`src/rtl/ccsp_pkg.sv`:
```
package ccsp_pkg;

  localparam logic [7:0] CHAR_DOLLAR  = 8'h24;
  localparam logic [7:0] CHAR_COMMA   = 8'h2C;
  localparam logic [7:0] CHAR_STAR    = 8'h2A;
  localparam logic [7:0] CHAR_NEWLINE = 8'h0A;
  localparam logic [7:0] CHAR_ZERO    = 8'h30;
  localparam logic [7:0] CHAR_NINE    = 8'h39;
  localparam logic [7:0] CHAR_P       = 8'h50;
  localparam logic [7:0] CHAR_I       = 8'h49;
  localparam logic [7:0] CHAR_C       = 8'h43;
  localparam logic [7:0] CHAR_O       = 8'h4F;
  localparam logic [7:0] CHAR_N       = 8'h4E;

  localparam logic [3:0] FIELD_TAG  = 4'd0;
  localparam logic [3:0] FIELD_HEAT = 4'd2;
  localparam logic [3:0] FIELD_FAN  = 4'd4;
  localparam logic [3:0] FIELD_MAX  = 4'd15;

  localparam logic [2:0] POS_MISMATCH = 3'd7;

  typedef logic [7:0] byte_t;

  // Length of the text a field must match; zero for fields that are not checked.
  function automatic logic [1:0] target_len(input logic [3:0] field);
    logic [1:0] len;
    len = 2'd0;
    if (field == FIELD_TAG) begin
      len = 2'd3;
    end else if (field == FIELD_HEAT || field == FIELD_FAN) begin
      len = 2'd2;
    end
    return len;
  endfunction

  // Expected character at a position of a checked field.
  function automatic byte_t target_char(input logic [3:0] field, input logic [1:0] pos);
    byte_t ch;
    if (field == FIELD_TAG) begin
      case (pos)
        2'd0:    ch = CHAR_P;
        2'd1:    ch = CHAR_I;
        2'd2:    ch = CHAR_C;
        default: ch = CHAR_P;
      endcase
    end else begin
      ch = pos[0] ? CHAR_N : CHAR_O;
    end
    return ch;
  endfunction

endpackage

```
`src/rtl/ccsp_byte_if.sv`:
```
interface ccsp_byte_if;
  import ccsp_pkg::*;

  logic  valid;
  logic  ready;
  byte_t rx_byte;

  modport source (output valid, output rx_byte, input ready);
  modport sink   (input valid, input rx_byte, output ready);
endinterface

```
`src/rtl/ccsp_result_if.sv`:
```
interface ccsp_result_if;
  logic valid;
  logic ready;
  logic heat_on;
  logic fan_on;
  logic sentence_end;
  logic checksum_ok;
  logic command_applied;

  modport source (output valid, output heat_on, output fan_on, output sentence_end,
                  output checksum_ok, output command_applied, input ready);
  modport sink   (input valid, input heat_on, input fan_on, input sentence_end,
                  input checksum_ok, input command_applied, output ready);
endinterface

```
`src/rtl/checked_command_sentence_parser_top.sv`:
```
// Command sentence parser with XOR checksum. Each received byte is one input
// item and yields exactly one result item carrying the current heat and fan
// levels. A '$' opens a sentence (and discards any open one); a newline closes
// it and raises sentence_end. Bytes outside a sentence are ignored. The first
// SENTENCE_BUFFER_BYTES-1 bytes of a sentence ('$' included) are parsed, later
// ones are dropped but a newline still closes the sentence. The checksum is the
// XOR of the bytes between '$' and the first '*', compared with the decimal
// number (modulo 256) after the last '*'. When it matches and field 0 reads
// "PIC", heat follows whether field 2 reads "ON" and fan whether field 4 reads
// "ON"; a sentence without '*' is rejected. Each byte passes the input register,
// then is parsed into the result register, and one byte is taken every
// cycle; the only stall comes from the result side holding ready low. All
// parse state sits in flip-flops; no memory is used.
module checked_command_sentence_parser_top
  import ccsp_pkg::*;
#(
  parameter int SENTENCE_BUFFER_BYTES = 64
) (
  input  logic          clk,
  input  logic          rst,
  ccsp_byte_if.sink     rx,
  ccsp_result_if.source res
);

  localparam int KCW        = $clog2(SENTENCE_BUFFER_BYTES);
  localparam int KEEP_LIMIT = SENTENCE_BUFFER_BYTES - 1;

  // Input register
  logic  byte_valid;
  byte_t byte_q;

  // Parse state
  logic           in_sentence,      in_sentence_next;
  logic [KCW-1:0] kept_count,       kept_count_next;
  logic [3:0]     field_number,     field_number_next;
  logic [2:0]     field_char_pos,   field_char_pos_next;
  logic           tag_match,        tag_match_next;
  logic           heat_field_match, heat_field_match_next;
  logic           fan_field_match,  fan_field_match_next;
  logic           pend_tag,         pend_tag_next;
  logic           pend_heat,        pend_heat_next;
  logic           pend_fan,         pend_fan_next;
  logic           first_star_seen,  first_star_seen_next;
  logic           digits_open,      digits_open_next;
  byte_t          received_sum,     received_sum_next;
  byte_t          running_xor,      running_xor_next;
  logic           heat_level,       heat_level_next;
  logic           fan_level,        fan_level_next;

  logic advance;
  logic fire;
  logic ended_c;
  logic ck_ok_c;
  logic applied_c;

  // The result register moves when it is empty or being taken.
  assign advance  = !res.valid || res.ready;
  assign fire     = byte_valid && advance;
  assign rx.ready = !byte_valid || advance;

  always_ff @(posedge clk) begin
    if (rst) begin
      byte_valid <= 1'b0;
    end else if (rx.ready) begin
      byte_valid <= rx.valid;
    end
  end

  always_ff @(posedge clk) begin
    if (rx.valid && rx.ready) begin
      byte_q <= rx.rx_byte;
    end
  end

  always_comb begin
    logic [1:0] len;
    logic       star;
    logic       delim;
    logic       hit;

    in_sentence_next      = in_sentence;
    kept_count_next       = kept_count;
    field_number_next     = field_number;
    field_char_pos_next   = field_char_pos;
    tag_match_next        = tag_match;
    heat_field_match_next = heat_field_match;
    fan_field_match_next  = fan_field_match;
    pend_tag_next         = pend_tag;
    pend_heat_next        = pend_heat;
    pend_fan_next         = pend_fan;
    first_star_seen_next  = first_star_seen;
    digits_open_next      = digits_open;
    received_sum_next     = received_sum;
    running_xor_next      = running_xor;
    heat_level_next       = heat_level;
    fan_level_next        = fan_level;
    ended_c               = 1'b0;
    ck_ok_c               = 1'b0;
    applied_c             = 1'b0;

    star  = (byte_q == CHAR_STAR);
    delim = star || (byte_q == CHAR_COMMA);
    len   = target_len(field_number);
    hit   = (len != 2'd0) && (field_char_pos == {1'b0, len});

    if (fire) begin
      if (byte_q == CHAR_DOLLAR) begin
        in_sentence_next      = 1'b1;
        kept_count_next       = KCW'(1);
        field_number_next     = FIELD_TAG;
        field_char_pos_next   = 3'd0;
        tag_match_next        = 1'b0;
        heat_field_match_next = 1'b0;
        fan_field_match_next  = 1'b0;
        pend_tag_next         = 1'b0;
        pend_heat_next        = 1'b0;
        pend_fan_next         = 1'b0;
        first_star_seen_next  = 1'b0;
        digits_open_next      = 1'b0;
        received_sum_next     = '0;
        running_xor_next      = '0;
      end else if (in_sentence) begin
        if (kept_count < KCW'(KEEP_LIMIT)) begin
          kept_count_next = kept_count + KCW'(1);

          if (!first_star_seen && !star) begin
            running_xor_next = running_xor ^ byte_q;
          end

          // Digit run after a star accumulates modulo 256
          if (star) begin
            digits_open_next  = 1'b1;
            received_sum_next = '0;
          end else if (digits_open && byte_q >= CHAR_ZERO && byte_q <= CHAR_NINE) begin
            received_sum_next = (received_sum << 3) + (received_sum << 1)
                              + (byte_q - CHAR_ZERO);
          end else begin
            digits_open_next = 1'b0;
          end

          if (delim) begin
            if (field_number == FIELD_TAG) begin
              pend_tag_next = hit;
            end else if (field_number == FIELD_HEAT) begin
              pend_heat_next = hit;
            end else if (field_number == FIELD_FAN) begin
              pend_fan_next = hit;
            end
            if (field_number != FIELD_MAX) begin
              field_number_next = field_number + 4'd1;
            end
            field_char_pos_next = 3'd0;
            if (star) begin
              first_star_seen_next  = 1'b1;
              tag_match_next        = (field_number == FIELD_TAG)  ? hit : pend_tag;
              heat_field_match_next = (field_number == FIELD_HEAT) ? hit : pend_heat;
              fan_field_match_next  = (field_number == FIELD_FAN)  ? hit : pend_fan;
            end
          end else if (len != 2'd0) begin
            if (field_char_pos < {1'b0, len}
                && byte_q == target_char(field_number, field_char_pos[1:0])) begin
              field_char_pos_next = field_char_pos + 3'd1;
            end else begin
              field_char_pos_next = POS_MISMATCH;
            end
          end
        end

        // A kept newline changes neither the star flag, the field results
        // nor the received sum, so the check reads the current state.
        if (byte_q == CHAR_NEWLINE) begin
          ended_c          = 1'b1;
          ck_ok_c          = first_star_seen && (running_xor == received_sum);
          applied_c        = ck_ok_c && tag_match;
          in_sentence_next = 1'b0;
          if (applied_c) begin
            heat_level_next = heat_field_match;
            fan_level_next  = fan_field_match;
          end
        end
      end
    end
  end

  always_ff @(posedge clk) begin
    if (rst) begin
      in_sentence      <= 1'b0;
      kept_count       <= '0;
      field_number     <= '0;
      field_char_pos   <= '0;
      tag_match        <= 1'b0;
      heat_field_match <= 1'b0;
      fan_field_match  <= 1'b0;
      pend_tag         <= 1'b0;
      pend_heat        <= 1'b0;
      pend_fan         <= 1'b0;
      first_star_seen  <= 1'b0;
      digits_open      <= 1'b0;
      received_sum     <= '0;
      running_xor      <= '0;
      heat_level       <= 1'b0;
      fan_level        <= 1'b0;
    end else begin
      in_sentence      <= in_sentence_next;
      kept_count       <= kept_count_next;
      field_number     <= field_number_next;
      field_char_pos   <= field_char_pos_next;
      tag_match        <= tag_match_next;
      heat_field_match <= heat_field_match_next;
      fan_field_match  <= fan_field_match_next;
      pend_tag         <= pend_tag_next;
      pend_heat        <= pend_heat_next;
      pend_fan         <= pend_fan_next;
      first_star_seen  <= first_star_seen_next;
      digits_open      <= digits_open_next;
      received_sum     <= received_sum_next;
      running_xor      <= running_xor_next;
      heat_level       <= heat_level_next;
      fan_level        <= fan_level_next;
    end
  end

  // Result register
  always_ff @(posedge clk) begin
    if (rst) begin
      res.valid <= 1'b0;
    end else if (advance) begin
      res.valid <= byte_valid;
    end
  end

  always_ff @(posedge clk) begin
    if (fire) begin
      res.heat_on         <= heat_level_next;
      res.fan_on          <= fan_level_next;
      res.sentence_end    <= ended_c;
      res.checksum_ok     <= ck_ok_c;
      res.command_applied <= applied_c;
    end
  end

  // Assertions
  a_applied_needs_ok: assert property (@(posedge clk) disable iff (rst)
    res.valid && res.command_applied |-> res.checksum_ok)
    else $error("command applied without a good checksum");

  a_ok_needs_end: assert property (@(posedge clk) disable iff (rst)
    res.valid && res.checksum_ok |-> res.sentence_end)
    else $error("checksum flagged on a byte that ended no sentence");

  a_levels_only_on_apply: assert property (@(posedge clk) disable iff (rst)
    !$stable(heat_level) || !$stable(fan_level) |-> $past(rst) || $past(applied_c))
    else $error("output level changed without an applied command");

  a_kept_bound: assert property (@(posedge clk) disable iff (rst)
    kept_count <= KCW'(KEEP_LIMIT))
    else $error("kept byte count ran past the buffer limit");

  a_char_pos_legal: assert property (@(posedge clk) disable iff (rst)
    field_char_pos <= 3'd3 || field_char_pos == POS_MISMATCH)
    else $error("field match position holds an illegal code");

endmodule
```
`src/flat_wrapper.sv`:
```
// flat-port wrapper written by rule: the top's interface ports become plain ports
module checked_command_sentence_parser_top_flat import ccsp_pkg::*;
#(
  parameter int SENTENCE_BUFFER_BYTES = 64
)
  (clk, rst, rx_valid, rx_rx_byte, rx_ready, res_valid, res_heat_on, res_fan_on, res_sentence_end, res_checksum_ok, res_command_applied, res_ready);
  ccsp_byte_if rx_i ();
  ccsp_result_if res_i ();
  input  logic clk;
  input  logic rst;
  input wire logic [$bits(rx_i.valid)-1:0] rx_valid;
  input wire logic [$bits(rx_i.rx_byte)-1:0] rx_rx_byte;
  output wire logic [$bits(rx_i.ready)-1:0] rx_ready;
  output wire logic [$bits(res_i.valid)-1:0] res_valid;
  output wire logic [$bits(res_i.heat_on)-1:0] res_heat_on;
  output wire logic [$bits(res_i.fan_on)-1:0] res_fan_on;
  output wire logic [$bits(res_i.sentence_end)-1:0] res_sentence_end;
  output wire logic [$bits(res_i.checksum_ok)-1:0] res_checksum_ok;
  output wire logic [$bits(res_i.command_applied)-1:0] res_command_applied;
  input wire logic [$bits(res_i.ready)-1:0] res_ready;
  assign rx_i.valid = rx_valid;
  assign rx_i.rx_byte = rx_rx_byte;
  assign rx_ready = rx_i.ready;
  assign res_valid = res_i.valid;
  assign res_heat_on = res_i.heat_on;
  assign res_fan_on = res_i.fan_on;
  assign res_sentence_end = res_i.sentence_end;
  assign res_checksum_ok = res_i.checksum_ok;
  assign res_command_applied = res_i.command_applied;
  assign res_i.ready = res_ready;
  checked_command_sentence_parser_top #(.SENTENCE_BUFFER_BYTES(SENTENCE_BUFFER_BYTES)) u_core (.clk(clk), .rst(rst), .rx(rx_i), .res(res_i));
endmodule
```
`config.mk`:
```
export PLATFORM = sky130hd
export DESIGN_NAME = checked_command_sentence_parser_top_flat
export DESIGN_NICKNAME = d
export VERILOG_FILES = /design/src/rtl/ccsp_pkg.sv /design/src/rtl/ccsp_byte_if.sv /design/src/rtl/ccsp_result_if.sv /design/src/rtl/checked_command_sentence_parser_top.sv /design/src/flat_wrapper.sv
export SDC_FILE = /design/constraint.sdc
export NUM_CORES = 1
export LEC_CHECK = 0
export BUFFER_PORTS_ARGS = -buffer_cell sky130_fd_sc_hd__buf_2
export CAP_MARGIN = 20
export CORE_UTILIZATION = 52
export DETAILED_ROUTE_END_ITERATION = 8
export GPL_ROUTABILITY_DRIVEN = 0
export PLACE_DENSITY_LB_ADDON = 0.25
export SYNTH_ARGS = -nofsm -noshare
export SYNTH_HDL_FRONTEND = slang
export SYNTH_SLANG_ARGS = --single-unit
```
`constraint.sdc`:
```
create_clock -name clk -period 2.5 [get_ports clk]
set_clock_uncertainty 0.05 [all_clocks]
set_input_delay 0.5 -clock clk [delete_from_list [all_inputs] [get_ports clk]]
set_output_delay 0.5 -clock clk [all_outputs]
set_load 0.1 [all_outputs]
```
* Yosys cells after proc, flatten, opt, wreduce, memory -nomap -nowiden
Cells that the tools add are included.
** Word-level totals
- Bits in registers :: 55
- Output and inout bits :: 7
** Operators by class
- Add/sub/neg operators :: 6
- Order comparisons :: 4
- Eq/ne operators :: 15
- Multiplexer cells :: 91
- Bitwise gates (word level) :: 3
- Reduce and logical (&&, ||, !) cells :: 39
** Operators by type and width (count)
- 8-bit two-way mux :: 16
- 1-bit two-way mux :: 58
- 8-bit by 6-bit == test with 1-bit output, second input constant :: 3
- 4-bit two-way mux :: 5
- 4-bit AND reduction :: 5
- 3-bit two-way mux :: 6
- 6-bit two-way mux :: 3
- 8-bit adder :: 2
- 8-bit == test :: 2
- 5-bit AND reduction :: 3
- 2-bit nonzero test :: 7
- 5-bit one-hot mux with 2 select lines :: 1
- 1-bit logical AND :: 9
- 8-bit by 4-bit == test with 1-bit output, second input constant :: 1
- 8-bit by 6-bit >= comparator with 1-bit output, second input constant :: 1
- 8-bit by 6-bit <= comparator with 1-bit output, second input constant :: 1
- 8-bit by 6-bit subtractor with 8-bit output, second input constant :: 1
- 8-bit bitwise XOR :: 1
- 6-bit by 1-bit adder with 6-bit output, second input constant :: 1
- 6-bit less-than comparator, second input constant :: 1
- 6-bit AND reduction :: 1
- 3-bit nonzero test :: 2
- 4-bit by 1-bit adder with 4-bit output, second input constant :: 1
- 4-bit by 2-bit == test with 1-bit output, second input constant :: 1
- 17 further kinds :: 26

* Logic depth before layout (Yosys ltp)
Gate-level depths: netlist (run 1).
- Depth after elaboration :: 19
- Gate-level depth with buffers :: 12

* Worst setup path before layout (run 1)
Ideal clock, no wire load.
- Kind :: register to register
- Start point :: register u_core.res.valid
- End point :: register u_core.byte_q[0], enable pin
- Setup time :: 0.279 ns
- Arrival :: 2.392 ns
- Data required time :: 2.171 ns
- Setup slack :: -0.221 ns
- Stages on the path, launching flop included :: 4
- Buffers on the path :: 0
- Period minus slack after synthesis :: 2.721 ns
- Cells stage by stage :: dfxtp_1 -> nor2b_1 -> nand2_1 -> and2_1
** On the way
- Word-level cells in the longest chain between the ends :: 4
** Ends and longest elaborated chain
- start, declared :: line ccsp_result_if.sv:10 : modport source (output valid, output heat_on, output fan_on, output sentence_end,
- start signal, assigned :: line checked_command_sentence_parser_top.sv:228 : res.valid <= byte_valid;
- 1-bit zero test :: line checked_command_sentence_parser_top.sv:57 : assign advance = !res.valid || res.ready;
- 1-bit logical OR :: line checked_command_sentence_parser_top.sv:57
- 1-bit logical OR :: line checked_command_sentence_parser_top.sv:59 : assign rx.ready = !byte_valid || advance;
- named net rx_ready :: line flat_wrapper.sv:13 : output wire logic [$bits(rx_i.ready)-1:0] rx_ready;
- 1-bit logical AND :: line checked_command_sentence_parser_top.sv:70 : if (rx.valid && rx.ready) begin
- end signal, assigned :: line checked_command_sentence_parser_top.sv:71 : byte_q <= rx.rx_byte;
- end, declared :: line checked_command_sentence_parser_top.sv:30 : byte_t byte_q;
The timed path passes the listed nets, and every way through them passes these cells.
A chain may end at the register's enable or synchronous reset.

* Final worst setup path (run 1)
- Start point :: register u_core.byte_q[3]
- End point :: register u_core.received_sum[7]
** On the way
- Word-level cells in the longest chain between the ends :: 7
- Elaborated cells between the ends (all ways) :: 17
- Those cells by class :: add/sub (2); order compare (2); eq/ne (2); mux (5); reduce/logical (6)
** Ends and longest elaborated chain
- 8-bit by 6-bit subtractor with 8-bit output :: line checked_command_sentence_parser_top.sv:136 : + (byte_q - CHAR_ZERO);
- 8-bit adder :: line checked_command_sentence_parser_top.sv:136
- 8-bit two-way mux :: line checked_command_sentence_parser_top.sv:134 : end else if (digits_open && byte_q >= CHAR_ZERO && byte_q <= CHAR_NINE) begin
- 8-bit two-way mux :: line checked_command_sentence_parser_top.sv:131 : if (star) begin
- 8-bit two-way mux :: line checked_command_sentence_parser_top.sv:123 : if (kept_count < KCW'(KEEP_LIMIT)) begin
- 8-bit two-way mux :: line checked_command_sentence_parser_top.sv:122 : end else if (in_sentence) begin
- 8-bit two-way mux :: line checked_command_sentence_parser_top.sv:107 : if (byte_q == CHAR_DOLLAR) begin
- end signal, assigned :: line checked_command_sentence_parser_top.sv:216 : received_sum <= received_sum_next;
- end, declared :: line checked_command_sentence_parser_top.sv:45 : byte_t received_sum, received_sum_next;
Several ways; a longest one is shown, not always the timed one. The select of a mux whose other input is x is not followed.

==> flow_summary.toml, run 1 <==
[layout]
drive_gt1_share_pct = 25.0
fin_nets = 432
area_delta_synth_final_pct = 19.6
fin_util_pct = 64.9
diodes = 0

[synth]
yosys.area.top_type_share_pct = 26.2
yosys_warnings = 0
ys_ff_latch = 55
syn-cell-area_um2 = 3210
async_reset_ff_share_pct = 0
seq_area_frac_synth_pct = 38.3
avgSynthCellArea_um2 = 9.36
synth_cells = 343
yosys.cell_types.count = 61
yosys.area.top_type = "dfxtp_1"
synth_flop_cell = "dfxtp_1"
synth_edf_count = 13
synth_area_leaders = "dfxtp_1 (26%), edfxtp_1 (12%), ha_1 (7.8%), xnor2_1 (6.5%), nor2_1 (4.0%)"
synth.most_common_cell = "dfxtp_1"
syn_nets = 380
synth_common_cells = "dfxtp_1 (42), nor2_1 (34), inv_1 (33)"

[clock_tree]
cts.clk_slew.worst_paths_ns = 0.10
clock-sinks = 55
cts-buffers-inserted = 5
insertion_delay_ns = 0.31
ctsHoldBuffers = 0
root_buffer = "clkbuf_8"
clockBufferDepth = 2
htree_levels = 2
cts_tree = "done"

[place]
dp_hpwl_um = 5480
place_ws_ns = -0.0218
port-buffer-count = 18

[setup_path]
cp_max_fo = 3
cp.arrival_ns = 2.62
end_kind = "flop"
ff2ff_path_depth = 11
crit_type = "flop to flop"
crit_required_ns = 2.64
startpoint_type = "flop"

[die]
initial_core_util_pct = 54.2
pin_count = 19
core_um2 = 5920
dieWidth_um = 80.6
rows = 28
dieHeight_um = 80.6
dieArea_um2 = 6490

[sta]
rsz0062_at_grt = "true"
min_period_ns = 2.48
worst_pin_slew_ns = 0.730
setup_viol = 0
min_period_over_period_pct = 99.2
fin_tns_setup_ns = 0
fmax_ghz = 0.403
hold_ws_ns = 0.307
slew_violations = 0
finalHoldViolCount = 0
setup_slack_ns = 0.0190
max_slew_margin_pct = 51.3

[detailed_routing]
drc = 0
wl_um = 7380
avgRoutedWirePerCell_um = 15.7
drtPass1Iterations = 5
vias = 2726
via_per_inst = 5.79
drt-initial-drc-count = 155
ant_nets = 0

[power_and_ir_drop]
power_mw = 1.61
pwr-share-comb_pct = 10.8
p_int_mw = 1.18
switching_share_pct = 26.3
clockPowerShare_pct = 31.3
p_leak_nw = 1.49
p_seq_share_pct = 57.9
ir_drop_mv = 0.301
p_per_area_nw_per_um2 = 418
power.switching_mw = 0.423

[grt]
antenna_found_initial = 0
grt_pass1_vias = 2529
grt_usage_pct = 24.0
grt_overflow_total = 0
grt_max_degree = 21
grt_pass1_wl_um = 11800

[worst_hold_path]
hp-class = "input pin to flop"
hold_depth = 1

[run]
max_cap_viol_count = 0

[outcome]
outcome = "finished clean"
## worst paths after layout
path / slack [ns] / endpoint / start
setup / recovery: 0.02 / u_core.received_sum[7] / u_core.byte_q[3]
hold / removal: 0.31 / u_core.byte_q[7] / rx_rx_byte[7]
setup reg to reg: 0.02 / u_core.received_sum[7] / u_core.byte_q[3]
hold reg to reg: 0.43 / u_core.heat_level / u_core.heat_level
## power by group through the flow
stage / Sequential [mW] / Combinational [mW] / Clock (mW)
6_report: 0.931 / 0.173 / 0.503
5_1_grt: 0.933 / 0.184 / 0.550
4_1_cts: 0.931 / 0.165 / 0.515
3_5_place_dp: 0.951 / 0.163 / 0
3_3_place_gp: 0.951 / 0.161 / 0
2_1_floorplan: 0.984 / 0.0757 / 0
## per-layer routing
metal	part of all wire [%]	vias to the layer above	global-route usage (%)
li1	-	1344	-
met1	46	1292	31.5
met2	48	69	39.6
met3	4.0	21	3.98
met4	2.6	0	8.04
met5	0	-	0
## cell type report
class / instances / area, um2
clock buffers: 5 / 68.8
clock inverters: 3 / 22.5
fillers: 495 / 2080
inverters: 33 / 124
multi-input cells: 242 / 1890
flip-flops and latches: 55 / 1230
well taps: 75 / 93.8
repair buffers: 58 / 403
## kinds of logic (layout without fill, tap and decap cells)
group / after synthesis / in the layout / synth area share (%)
simple gates: 102 / 103 / 17.1
compound gates: 82 / 82 / 17.8
flops: 55 / 55 / 38.3
buf+inv: 47 / 99 / 6.47
xor+xnor: 27 / 27 / 7.79
fa+ha+maj: 25 / 25 / 10.9
mux: 5 / 5 / 1.56
## timing repair
action                                  4_1_cts  5_1_grt
pin swaps                                     2        9
gates resized for setup                       2       17
hold endpoints to repair                      0        0
setup buffers                                 0        1
cloned                                        0        1
endpoints found under the setup margin        1       16
## metrics by stage
step,std cells,area (um2)
4_1_cts,469,3740
3_5_place_dp,461,3630
6_report,471,3840
3_3_place_gp,461,3630
5_1_grt,471,3840
2_1_floorplan,343,3230
## sequential cells by signal, summed over array words and instances (netlist names), 3 cells and up
register,flops
u_core.running_xor,8
u_core.byte_q,8
u_core.kept_count,6
u_core.field_char_pos,3
u_core.received_sum,8
u_core.field_number,4
## cell usage in the layout (no fill, tap or decap), types with 4 or more instances in the layout
master / count
buf_4: 39
dfxtp_1: 39
nor2_1: 34
inv_1: 31
xnor2_1: 24
a21oi_1: 20
nand2_1: 18
buf_2: 18
ha_1: 17
edfxtp_1: 13
o21ai_0: 10
a22oi_1: 8
nand2b_1: 5
nand4_1: 5
nand3_1: 5
mux2i_1: 5
a221oi_2: 5
clkbuf_8: 5
or3_1: 4
fa_1: 4
## worst max-delay path, stage by stage (launching register included)
cell and delay [ns]:
edfxtp_1 0.43, inv_2 0.09, fa_1 0.41, inv_2 0.08
ha_4 0.20, ha_4 0.16, fa_2 0.36, a21o_1 0.17
a21oi_2 0.13, xnor2_1 0.09, a22oi_1 0.14, nor2_1 0.05
(Power assumes the default switching activity.)
==> inputs of run 2 (changes only) <==
Settings changed: CORE_UTILIZATION 52 to 48, PLACE_DENSITY set to 0.68, PLACE_DENSITY_LB_ADDON 0.25 to unset.
==> run 2 against run 1 <==
  * Die area grew 8.1%
  * Clock power grew 19%
  * Core utilization shrank 3.9 points
  * Cell area grew 1.4%
  * The flow now finishes with violations (negative setup slack)
  * Flip-flop and latch count is the same
  * Via count grew 0.48%
  * Global-route usage shrank 2.0 points
  * Critical path depth is the same
  * Largest power group unchanged
  * Final cell count grew 0.85%
  * Power grew 6.2%
  * Critical endpoint unchanged
==> flow_summary.toml, run 2 (synthesis results as in run 1) <==
[layout]
fin_nets = 434
drive_gt1_share_pct = 26.9
final_cell_mix = "buf_4 (42), dfxtp_1 (38), nor2_1 (34)"
multi_input_area_um2 = 1900
diodes = 0
area_delta_synth_final_pct = 21.3
area.sequential_um2 = 1240
top_regs = "u_core.byte_q: 8 flops, u_core.received_sum: 8 flops, u_core.running_xor: 8 flops"
fill_cells = 578
mostFrequentLayoutCell = "buf_4"
instances_no_fill = 475

[setup_path]
critPathLaunch = "u_core.byte_q[3]"
r2r-start = "u_core.byte_q[3]"
end_kind = "flop"
worst-path-buf-inv = 2
crit_required_ns = 2.65
startpoint_type = "flop"
cp_max_fo = 3
ff2ff_setup_slack_ns = -0.05
crit_slowest_cell = "fa_2"
ff2ff_path_depth = 11
path_delay_family = "adder cells"
crit_type = "flop to flop"
crit_chain = "inv_2 > fa_2 > inv_2 > ha_4 > ha_4 > fa_2 > a21o_1 > a21oi_2 > xnor2_1 > a22oi_1 > nor2_1"
cp.arrival_ns = 2.70
cpPeakStageDelay_ns = 0.52
r2r-end = "u_core.received_sum[7]"

[detailed_routing]
drtPass1Iterations = 4
via_per_inst = 5.77
wl_um = 7390
drt-initial-drc-count = 117
vias = 2739
avgRoutedWirePerCell_um = 15.6
drc = 0
ant_nets = 0

[sta]
min_period_over_period_pct = 102
min_period_ns = 2.55
worst_pin_slew_ns = 0.613
hold_ws_ns = 0.304
slew_violations = 0
setup_slack_ns = -0.0508
fmax_ghz = 0.392
finalHoldViolCount = 0
max_slew_margin_pct = 59.1
rsz0062_at_grt = "true"
setup_viol = 1

[worst_hold_path]
min_to = "u_core.byte_q[6]"
hold_depth = 1
hp-class = "input pin to flop"
holdCritStartpoint = "rx_rx_byte[6]"

[grt]
grt_max_degree = 32
antenna_found_initial = 0
grt_pass1_wl_um = 12100
grt_overflow_total = 0
grt_usage_pct = 21.9
grt_pass1_vias = 2584

[clock_tree]
cts.clk_slew.worst_paths_ns = 0.11
ctsHoldBuffers = 0
cts_tree = "done"
htree_levels = 2
cts-buffers-inserted = 5
clockBufferDepth = 2
root_buffer = "clkbuf_8"
insertion_delay_ns = 0.32
clock-sinks = 55

[die]
core_um2 = 6390
initial_core_util_pct = 50.3
dieHeight_um = 83.8
pin_count = 19
dieWidth_um = 83.8
rows = 29
dieArea_um2 = 7020

[run]
max_cap_viol_count = 0

[place]
port-buffer-count = 18
post-place-cells = 462
dp_hpwl_um = 5490

[power_and_ir_drop]
p_per_area_nw_per_um2 = 438
p_leak_nw = 1.52
ir_drop_mv = 0.322

[outcome]
outcome = "complete, but fails checks"
failed_checks = "negative setup slack"
run 2: changes by cell type in the layout (fill, tap and decap cells not counted), moves of 2 or more:
cell / change
fa_1: -2
fa_2: +2
a221oi_1: +2
a221oi_2: -2
or4_4: -2
buf_4: +3
run 2: metal layers:
metal	part of all wire, %	up-vias	global-route usage (%)
met5	0	-	0
met4	1.3	0	6.16
met3	4.1	9	3.86
met2	48	69	36.1
met1	47	1320	29.7
li1	-	1341	-
run 2: area by class of cell:
class / instances / share of cell area, %
Inverter: 33 / 3.18
Multi-Input combinational cell: 241 / 48.8
Clock inverter: 3 / 1.12
Timing Repair Buffer: 61 / 10.9
Sequential cell: 55 / 31.7
Tap cell: 77 / 2.47
Clock buffer: 5 / 1.77
run 2: repair_timing:
action	4_1_cts	5_1_grt
buffers inserted	2	3
pin swaps	1	7
resized for setup	4	20
setup endpoints to repair	7	22
run 2: worst max path at each step:
stage | to | cells after the start
floorplan | u_core.running_xor[2] | 9
global placement | u_core.received_sum[7] | 11
detailed placement | u_core.received_sum[7] | 11
CTS | u_core.running_xor[0] | 6
global route | u_core.received_sum[7] | 11
finish | u_core.received_sum[7] | 11
run 2: worst register-to-register path, delay by kind of cell (launching register included):
kind / cells / cell delay [ns]
AOI/OAI and AO/OA: 3 / 0.46
and+or+nand+nor: 1 / 0.06
xor gates and xnor gates: 1 / 0.08
buffers and inverters: 2 / 0.11
DFF: 1 / 0.42
adders and majority gates: 4 / 1.27
run 2: stage by stage:
| stage | util, % | worst slack [ns] | instance area [um2] | setup TNS [ns] | total power [mW] |
|---|---|---|---|---|---|
| final | 61.0 | -0.0508 | 3890 | -0.0508 | 1.71 |
| after global routing | 61.0 | -0.0956 | 3890 | -0.195 | 1.78 |
| after CTS | 59.3 | -0.0112 | 3780 | -0.0368 | 1.71 |
| after detailed placement | 56.5 | -0.0470 | 3610 | -0.0695 | 1.11 |
| after global placement | 56.5 | 0.0180 | 3610 | 0 | 1.11 |
| after floorplan | - | -0.0811 | 3230 | -0.430 | 1.06 |
run 2: power breakdown:
group	internal, mW	switching (mW)	total [mW]
logic	0.0613	0.114	0.175
registers	0.923	0.00794	0.931
clock network	0.299	0.301	0.600
total	1.28	0.423	1.71
==> inputs of run 3 (changes only) <==
Settings changed: GPL_TIMING_DRIVEN set to 0.
==> run 3 against run 2 <==
  * The run still ends with negative setup slack left
  * Cell area grew 1.3%
  * Via count fell by 0.55%
  * Clock-buffer cell count unchanged
  * Die area stayed put
  * Register-to-register slack worse by 0.08 ns
  * Highest routed layer unchanged
==> flow_summary.toml, run 3 (synthesis results as in run 1) <==
[detailed_routing]
drc = 0
vias = 2724
avgRoutedWirePerCell_um = 16.3
wl_um = 7580
drtPass1Iterations = 4
drt-initial-drc-count = 163
ant_nets = 0
via_per_inst = 5.87

[layout]
final_cell_mix = "dfxtp_1 (39), nor2_1 (32), inv_1 (29)"
fill_cells = 538
top_regs = "u_core.byte_q: 8 flops, u_core.received_sum: 8 flops, u_core.running_xor: 8 flops"
final_cell_area_um2 = 3950
drive_gt1_share_pct = 27.4
fin_nets = 423
area_delta_synth_final_pct = 22.9
instances_no_fill = 464
area.sequential_um2 = 1230
multi_input_area_um2 = 2040
fin_util_pct = 61.8
diodes = 0
mostFrequentLayoutCell = "dfxtp_1"

[setup_path]
cp.arrival_ns = 2.82
cp_max_fo = 7
crit_required_ns = 2.69
end_kind = "flop"
startpoint_type = "flop"
crit_type = "flop to flop"

[grt]
antenna_found_initial = 0
grt_pass1_wl_um = 12100
grt_usage_pct = 21.9
grt_overflow_total = 0
grt_max_degree = 20
grt_pass1_vias = 2550

[clock_tree]
root_buffer = "clkbuf_8"
cts.clk_slew.worst_paths_ns = 0.11
cts-buffers-inserted = 5
cts_tree = "done"
clock-sinks = 55
insertion_delay_ns = 0.32
htree_levels = 2
clockBufferDepth = 2

[sta]
finalHoldViolCount = 0
rsz0062_at_grt = "true"
setup_viol = 12
min_period_over_period_pct = 105
slew_violations = 0
worst_pin_slew_ns = 0.803
setup_slack_ns = -0.135
max_slew_margin_pct = 46.4
fmax_ghz = 0.379
min_period_ns = 2.64

[die]
rows = 29
core_um2 = 6390
initial_core_util_pct = 50.3
dieArea_um2 = 7020
dieWidth_um = 83.8
dieHeight_um = 83.8
pin_count = 19

[power_and_ir_drop]
p_int_mw = 1.19
switching_share_pct = 27.7
p_leak_nw = 1.47
pwr-share-comb_pct = 11.3
p_per_area_nw_per_um2 = 418
power.switching_mw = 0.456
ir_drop_mv = 0.362
p_seq_share_pct = 56.5
clockPowerShare_pct = 32.3

[place]
dp_hpwl_um = 5390
post-place-cells = 439
detailed_place.area_um2 = 3420
port-buffer-count = 18

[outcome]
failed_checks = "negative setup slack"
outcome = "complete, but fails checks"

[run]
max_cap_viol_count = 0

[worst_hold_path]
hp-class = "input pin to flop"
==> run 3: cell types whose count changed in the layout (fill, tap and decap cells not counted), moves of 3 or more <==
cell and change:
buf_4 -25, a21oi_1 -4, buf_6 +8, a21oi_2 +3, clkbuf_1 +3
==> run 3: worst paths after layout <==
path / start / end / slack, ns / cells after the start
setup / recovery: u_core.byte_q[3] / u_core.field_char_pos[0] / -0.14 / 7
hold / removal: rx_rx_byte[3] / u_core.byte_q[3] / 0.30 / 1
setup reg to reg: u_core.byte_q[3] / u_core.field_char_pos[0] / -0.14 / 7
hold reg to reg: u_core.heat_field_match / u_core.heat_field_match / 0.43 / 2
==> run 3: cell type report <==
cell class / count / share of cell area (%)
Inverter: 33 / 3.20
Tap cell: 77 / 2.44
Sequential cell: 55 / 31.3
Buffer: 10 / 1.97
Multi-Input combinational cell: 241 / 51.7
Timing Repair Buffer: 40 / 7.01
Clock inverter: 3 / 0.602
Clock buffer: 5 / 1.74
==> run 3: critical path, cell delays in order, from the launching register on <==
cell,delay [ns]
edfxtp_1,0.39
buf_6,0.14
or4b_1,0.55
buf_6,0.16
or4_4,0.49
a211o_1,0.32
a311o_1,0.37
o311ai_1,0.08
==> run 3: what timing repair did <==
action                                 CTS  global route
setup buffers                           12             9
hold buffers                             0             0
pin swaps                               10            16
setup endpoints to repair               37            39
gates resized for setup                 30            33
endpoints found under the hold margin    0             0
==> run 3: metal layers <==
| layer | routed length, um | track usage, % | vias up |
|---|---|---|---|
| met5 | 0 | 0 | - |
| met3 | 295 | 3.36 | 8 |
| met2 | 3720 | 37.2 | 65 |
| met4 | 108 | 7.86 | 0 |
| li1 | - | - | 1323 |
| met1 | 3460 | 28.2 | 1328 |
==> run 3: power groups by stage <==
stage,clock network (mW),logic [mW],registers (mW)
finish,0.532,0.186,0.931
global route,0.564,0.198,0.932
CTS,0.541,0.169,0.933
detailed placement,0,0.142,0.958
global placement,0,0.140,0.957
floorplan,0,0.0757,0.984
==> run 3: metrics by stage <==
step | setup WS [ns] | hold WS [ns] | total power, mW | setup TNS [ns]
2_1_floorplan | -0.0811 | 0.396 | 1.06 | -0.430
3_5_place_dp | -0.345 | 0.410 | 1.10 | -7.75
6_report | -0.135 | 0.296 | 1.65 | -0.870
3_3_place_gp | -0.327 | 0.404 | 1.10 | -7.64
4_1_cts | -0.174 | 0.295 | 1.64 | -1.75
5_1_grt | -0.195 | 0.286 | 1.69 | -2.44
